File: src/rtl/ipv4dq_pkg.sv
`timescale 1ns / 1ps
`default_nettype none
package ipv4dq_pkg;

    localparam logic [31:0] ALL_ONES_ADDR = 32'hFFFF_FFFF;
    localparam logic [11:0] OCTET_MAX     = 12'd255;
    localparam logic [7:0]  CHAR_NUL      = 8'h00;
    localparam logic [7:0]  CHAR_DOT      = 8'h2E;
    localparam logic [7:0]  CHAR_ZERO     = 8'h30;
    localparam logic [7:0]  CHAR_NINE     = 8'h39;
    localparam logic [1:0]  LAST_DOT_CNT  = 2'd3;

    typedef struct packed {
        logic [31:0] address;
        logic        parse_error;
    } t_result;

endpackage
`default_nettype wire

File: src/rtl/ipv4dq_core.sv
`timescale 1ns / 1ps
`default_nettype none
module ipv4dq_core
    import ipv4dq_pkg::*;
(
    input  wire logic       i_clk,
    input  wire logic       i_rst_n,
    input  wire logic       i_step,
    input  wire logic [7:0] i_char,
    output t_result         o_result
);

    logic [7:0]  r_octet_value;
    logic [1:0]  r_octet_count;
    logic        r_digit_present;
    logic        r_error_latched;
    logic [7:0]  r_done_octets [3];

    logic [7:0]  n_octet_value;
    logic [1:0]  n_octet_count;
    logic        n_digit_present;
    logic        n_error_latched;
    logic        store_en;

    logic        is_nul;
    logic        is_dot;
    logic        is_digit;
    logic [3:0]  digit;
    logic [11:0] acc;
    logic        bad;

    assign is_nul   = (i_char == CHAR_NUL);
    assign is_dot   = (i_char == CHAR_DOT);
    assign is_digit = (i_char >= CHAR_ZERO) && (i_char <= CHAR_NINE);
    assign digit    = 4'(i_char - CHAR_ZERO);
    // times ten as two shifts and an add
    assign acc      = {1'b0, r_octet_value, 3'b000} + {3'b000, r_octet_value, 1'b0}
                    + {8'h00, digit};

    assign bad = r_error_latched || !r_digit_present || (r_octet_count != LAST_DOT_CNT);

    always_comb begin
        if (bad) begin
            o_result.address     = ALL_ONES_ADDR;
            o_result.parse_error = 1'b1;
        end else begin
            o_result.address     = {r_octet_value, r_done_octets[2],
                                    r_done_octets[1], r_done_octets[0]};
            o_result.parse_error = 1'b0;
        end
    end

    always_comb begin
        n_octet_value   = r_octet_value;
        n_octet_count   = r_octet_count;
        n_digit_present = r_digit_present;
        n_error_latched = r_error_latched;
        store_en        = 1'b0;
        if (is_nul) begin
            n_octet_value   = '0;
            n_octet_count   = '0;
            n_digit_present = 1'b0;
            n_error_latched = 1'b0;
        end else if (!r_error_latched) begin
            if (is_digit) begin
                if (acc > OCTET_MAX) begin
                    n_error_latched = 1'b1;
                end else begin
                    n_octet_value   = acc[7:0];
                    n_digit_present = 1'b1;
                end
            end else if (is_dot) begin
                if (!r_digit_present || r_octet_count == LAST_DOT_CNT) begin
                    n_error_latched = 1'b1;
                end else begin
                    store_en        = 1'b1;
                    n_octet_count   = r_octet_count + 2'd1;
                    n_octet_value   = '0;
                    n_digit_present = 1'b0;
                end
            end else begin
                n_error_latched = 1'b1;
            end
        end
    end

    always_ff @(posedge i_clk) begin
        if (!i_rst_n) begin
            r_octet_value   <= '0;
            r_octet_count   <= '0;
            r_digit_present <= 1'b0;
            r_error_latched <= 1'b0;
        end else if (i_step) begin
            r_octet_value   <= n_octet_value;
            r_octet_count   <= n_octet_count;
            r_digit_present <= n_digit_present;
            r_error_latched <= n_error_latched;
        end
    end

    // closed octets are only read once the count shows them written
    always_ff @(posedge i_clk) begin
        if (i_step && store_en) begin
            r_done_octets[r_octet_count] <= r_octet_value;
        end
    end

endmodule
`default_nettype wire

File: src/rtl/ipv4_dotted_quad_parser_top.sv
`timescale 1ns / 1ps
`default_nettype none
// Dotted-quad IPv4 text parser. Takes one character beat per cycle; a NUL
// byte ends the string and yields one result beat, registered first in the
// input register, then in the result register. The address carries the first
// octet in bits 7:0; any malformed string gives all ones with parse_error set.
// Input stalls only while a NUL beat waits behind a result that is stalled.
module ipv4_dotted_quad_parser_top
    import ipv4dq_pkg::*;
(
    input  wire logic        i_clk,
    input  wire logic        i_rst_n,
    input  wire logic        i_in_valid,
    output logic             o_in_stall,
    input  wire logic [7:0]  i_char_byte,
    output logic             o_out_valid,
    input  wire logic        i_out_stall,
    output logic [31:0]      o_address,
    output logic             o_parse_error
);

    logic        r_in_valid;
    logic [7:0]  r_char;
    logic        r_out_valid;
    t_result     r_result;

    logic        out_free;
    logic        step;
    logic        step_nul;
    logic        in_take;
    t_result     core_result;

    assign out_free   = !r_out_valid || !i_out_stall;
    // a NUL beat needs room in the result register; other bytes always advance
    assign step       = r_in_valid && ((r_char != CHAR_NUL) || out_free);
    assign step_nul   = step && (r_char == CHAR_NUL);
    assign o_in_stall = r_in_valid && !step;
    assign in_take    = i_in_valid && !o_in_stall;

    ipv4dq_core u_core (
        .i_clk    (i_clk),
        .i_rst_n  (i_rst_n),
        .i_step   (step),
        .i_char   (r_char),
        .o_result (core_result)
    );

    always_ff @(posedge i_clk) begin
        if (!i_rst_n) begin
            r_in_valid  <= 1'b0;
            r_out_valid <= 1'b0;
        end else begin
            if (in_take) begin
                r_in_valid <= 1'b1;
            end else if (step) begin
                r_in_valid <= 1'b0;
            end
            if (step_nul) begin
                r_out_valid <= 1'b1;
            end else if (!i_out_stall) begin
                r_out_valid <= 1'b0;
            end
        end
    end

    always_ff @(posedge i_clk) begin
        if (in_take) begin
            r_char <= i_char_byte;
        end
        if (step_nul) begin
            r_result <= core_result;
        end
    end

    assign o_out_valid   = r_out_valid;
    assign o_address     = r_result.address;
    assign o_parse_error = r_result.parse_error;

endmodule
`default_nettype wire

File: config.mk
export PLATFORM = sky130hd
export DESIGN_NAME = ipv4_dotted_quad_parser_top
export DESIGN_NICKNAME = d
export VERILOG_FILES = /design/src/rtl/ipv4dq_pkg.sv /design/src/rtl/ipv4dq_core.sv /design/src/rtl/ipv4_dotted_quad_parser_top.sv
export SDC_FILE = /design/constraint.sdc
export NUM_CORES = 1
export LEC_CHECK = 0
export ABC_AREA = 0
export ABC_CLOCK_PERIOD_IN_PS = 4500
export CORE_UTILIZATION = 50
export CTS_BUF_LIST = sky130_fd_sc_hd__clkbuf_2
export DETAILED_ROUTE_END_ITERATION = 8
export DONT_BUFFER_PORTS = 1
export SLEW_MARGIN = 5
export SYNTH_ARGS = -nofsm -noshare
export SYNTH_HDL_FRONTEND = slang
export SYNTH_SLANG_ARGS = --single-unit
File: constraint.sdc
create_clock -name i_clk -period 4.5 [get_ports i_clk]
set_clock_uncertainty 0.1 [all_clocks]
set_input_delay 0.45 -clock i_clk [delete_from_list [all_inputs] [get_ports i_clk]]
set_output_delay 0.45 -clock i_clk [all_outputs]
set_load 0.02 [all_outputs]
==> flow_summary.yaml <==
worst_setup_path:
  critPathRequiredTime_ns: 4.83
  cp_cell_sequence: "inv_1, fa_1, inv_1, ha_1, a211oi_2, o21bai_2, o22a_2, xnor2_1, nand3_2, nor3_4, a22o_1"
  slowest_stage: "fa_1"
  cp-start-kind: "flop"
  crit_fanout: 8
  critical_path.most_common_cell: "inv_1"
  criticalPathCategory: "flop to flop"
  slowest_delay_ns: 0.56
  worstSetupEndpointType: "flop"
  cp_num_buf_inv: 2
  critPathTopFamily: "adder cells"
  cp.arrival_ns: 3.60
power_and_ir_drop:
  vdd_drop_max_uv: 245
  leakage_nw: 1.42
  power_per_cell_area_nw_per_um2: 320
route:
  viasPerCell: 5.61
  drtIter0Drc: 103
  ant_nets: 0
  wl_um: 5330
  dr.pass1.iters: 6
  vias: 1881
  drc: 5
  avgRoutedWirePerCell_um: 15.9
flow_run:
  maxCapViolations: 0
sta:
  finalCriticalPeriod_ns: 3.27
  worst_pin_slew_ns: 0.966
  finalSetupTns_ns: 0
  relSlewSlack: 0.354
  final_hold_viol_count: 0
  post-route-period-util: 0.727
  layout_setup_ws_ns: 1.23
  setup_viol: 0
  slew_violations: 0
  fmax_mhz: 306
  hold_ws_ns: 0.241
  rsz0062_at_grt: "no"
grt:
  grtUsageTotal: 0.162
  grt-ovfl-total: 0
  grt_pass1_wl_um: 8730
  antenna_found_initial: 0
  grt_pass1_vias: 1893
  grt_max_degree: 34
worst_hold_path:
  hold_class: "primary input to flop"
final_layout:
  synthToLayoutAreaGrowth_pct: 9.41
  design_area_sq_um: 3710
  utilization: 0.575
  nNetsFinal: 286
  layout-drive-gt1-share: 0.240
  antenna_cells: 0
clock_network:
  clk_latency_ns: 0.49
  cts_root_buf: "clkbuf_2"
  clk_pin_slew_worst_paths_ns: 0.20
  cts_tree: "yes"
  cts.path.max_buffers: 2
  htree_levels: 3
  cts.repair.resized: 0
  cts-buffers-inserted: 9
  clkSinkCount: 79
yosys:
  yosysTopAreaCellShare: 0.575
  synth_cell_types: 45
  yosysSeqAreaShare: 0.658
  synth_top_area_cell: "edfxtp_1"
  ys_ff_latch: 79
  synth_area_leaders: "edfxtp_1 (58%), dfxtp_1 (8.3%), ha_1 (7.0%)"
  synth_edf_count: 65
  syn_nets: 267
  async_flop_share: 0
  synth-main-ff-cell: "edfxtp_1"
  syn_inst: 234
  ys_warn_count: 0
  avgSynthCellArea_sq_um: 14.5
  synth.cell_area_sq_um: 3390
floorplanning:
  die_w_um: 84.4
  start_util: 0.525
  die_h_um: 84.4
  core_sq_um: 6460
  rows: 29
  dieArea_sq_um: 7120
  pin_count: 47
status:
  violations: "DRC"
  status: "finished with violations"
place:
  post-dp-hpwl_um: 3690
  dp_slack_ns: 1.29
  port_buffers: 0
  gp_congestion: 0.837
  placed_cell_area_sq_um: 3490
repair_timing:
item,4_1_cts,5_1_grt
hold buffers,10,1
buffers inserted,0,0
hold endpoints to repair,14,1
layout by cell type (no fill, tap or decap), types with 2 or more instances in the layout:
master / Yosys / layout
dfxtp_1: 14 / 14
o21ai_0: 6 / 6
fa_1: 2 / 2
or2_2: 30 / 30
o21ai_1: 2 / 2
a21oi_2: 2 / 2
inv_1: 14 / 14
xnor2_1: 4 / 4
ha_1: 19 / 19
nand4_1: 4 / 4
nor4_1: 3 / 3
nand2b_1: 3 / 3
nand2_1: 11 / 11
a21oi_1: 5 / 4
nor2_1: 5 / 5
a21boi_0: 4 / 4
edfxtp_1: 65 / 65
a22o_1: 7 / 7
dlygate4sd3_1: 0 / 11
clkinv_4: 0 / 2
clkinv_2: 0 / 3
nor2b_1: 2 / 2
a21o_1: 2 / 2
clkbuf_2: 0 / 10
and2_1: 4 / 4
worst min-delay path: stages:
cell	delay (ns)
o21ai_1	0.09
o211ai_4	0.16
a21o_1	0.13
report_power, final:
part           internal, mW  switching (mW)  total [mW]
registers             0.790         0.00933       0.799
logic                0.0148          0.0137      0.0285
clock network         0.130           0.231       0.361
total                 0.935           0.254        1.19
registers in the layout, summed over array words and instances, names as in the netlist:
name,count
o_address,32
u_core.r_done_octets,24
r_char,8
u_core.r_octet_value,8
u_core.r_octet_count,2
o_out_valid,1
o_parse_error,1
r_in_valid,1
u_core.r_digit_present,1
u_core.r_error_latched,1
logic make-up after synthesis:
family / after synthesis / synth area share
flip-flops: 79 / 0.658
multiplexers: 2 / 0.00774
AO/OA/AOI/OAI: 39 / 0.0918
adder cells (fa/ha/maj): 21 / 0.0819
XOR/XNOR: 5 / 0.0129
buffers and inverters: 17 / 0.0188
AND/OR/NAND/NOR: 71 / 0.129
area by class of cell:
type / count / area [sq um]
clock buffers: 10 / 50.0
clock inverters: 6 / 62.6
fillers: 519 / 2750
inverters: 14 / 52.6
multi-input cells: 138 / 1110
flip-flops and latches: 79 / 2230
well taps: 77 / 96.3
repair buffers: 11 / 110
path summary, 6_finish.rpt:
kind	to	slack, ns	depth (start not counted)	start
max	u_core.r_octet_value[0]	1.23	11	u_core.r_octet_value[2]
min	u_core.r_octet_value[4]	0.24	3	i_rst_n
max reg2reg	u_core.r_octet_value[0]	1.23	11	u_core.r_octet_value[2]
min reg2reg	o_address[15]	0.41	1	u_core.r_done_octets[1][7]
cells in the mapped netlist (all sizes together), types with 4 or more instances:
master   n
o21ai    9
inv     14
and2     4
nand4    4
a22o     7
xnor2    4
or2     30
a21oi    7
nor2     5
a21boi   4
edfxtp  65
nand2   11
nor4     4
ha      19
dfxtp   14
per-stage QoR:
stage,power (mW),cells
final,1.19,335
after floorplan,0.828,234
after detailed placement,0.835,308
after CTS,1.20,334
after global routing,1.23,335
after global placement,0.834,308
routing by layer:
metal	share of wire	wire, um	vias up	global-route usage
met1	0.46	2440	930	0.186
met4	0.017	91	0	0.0740
met3	0.030	161	8	0.0551
met2	0.50	2640	43	0.276
li1	-	-	900	-
met5	0	0	-	0
(Power assumes the default switching activity.)
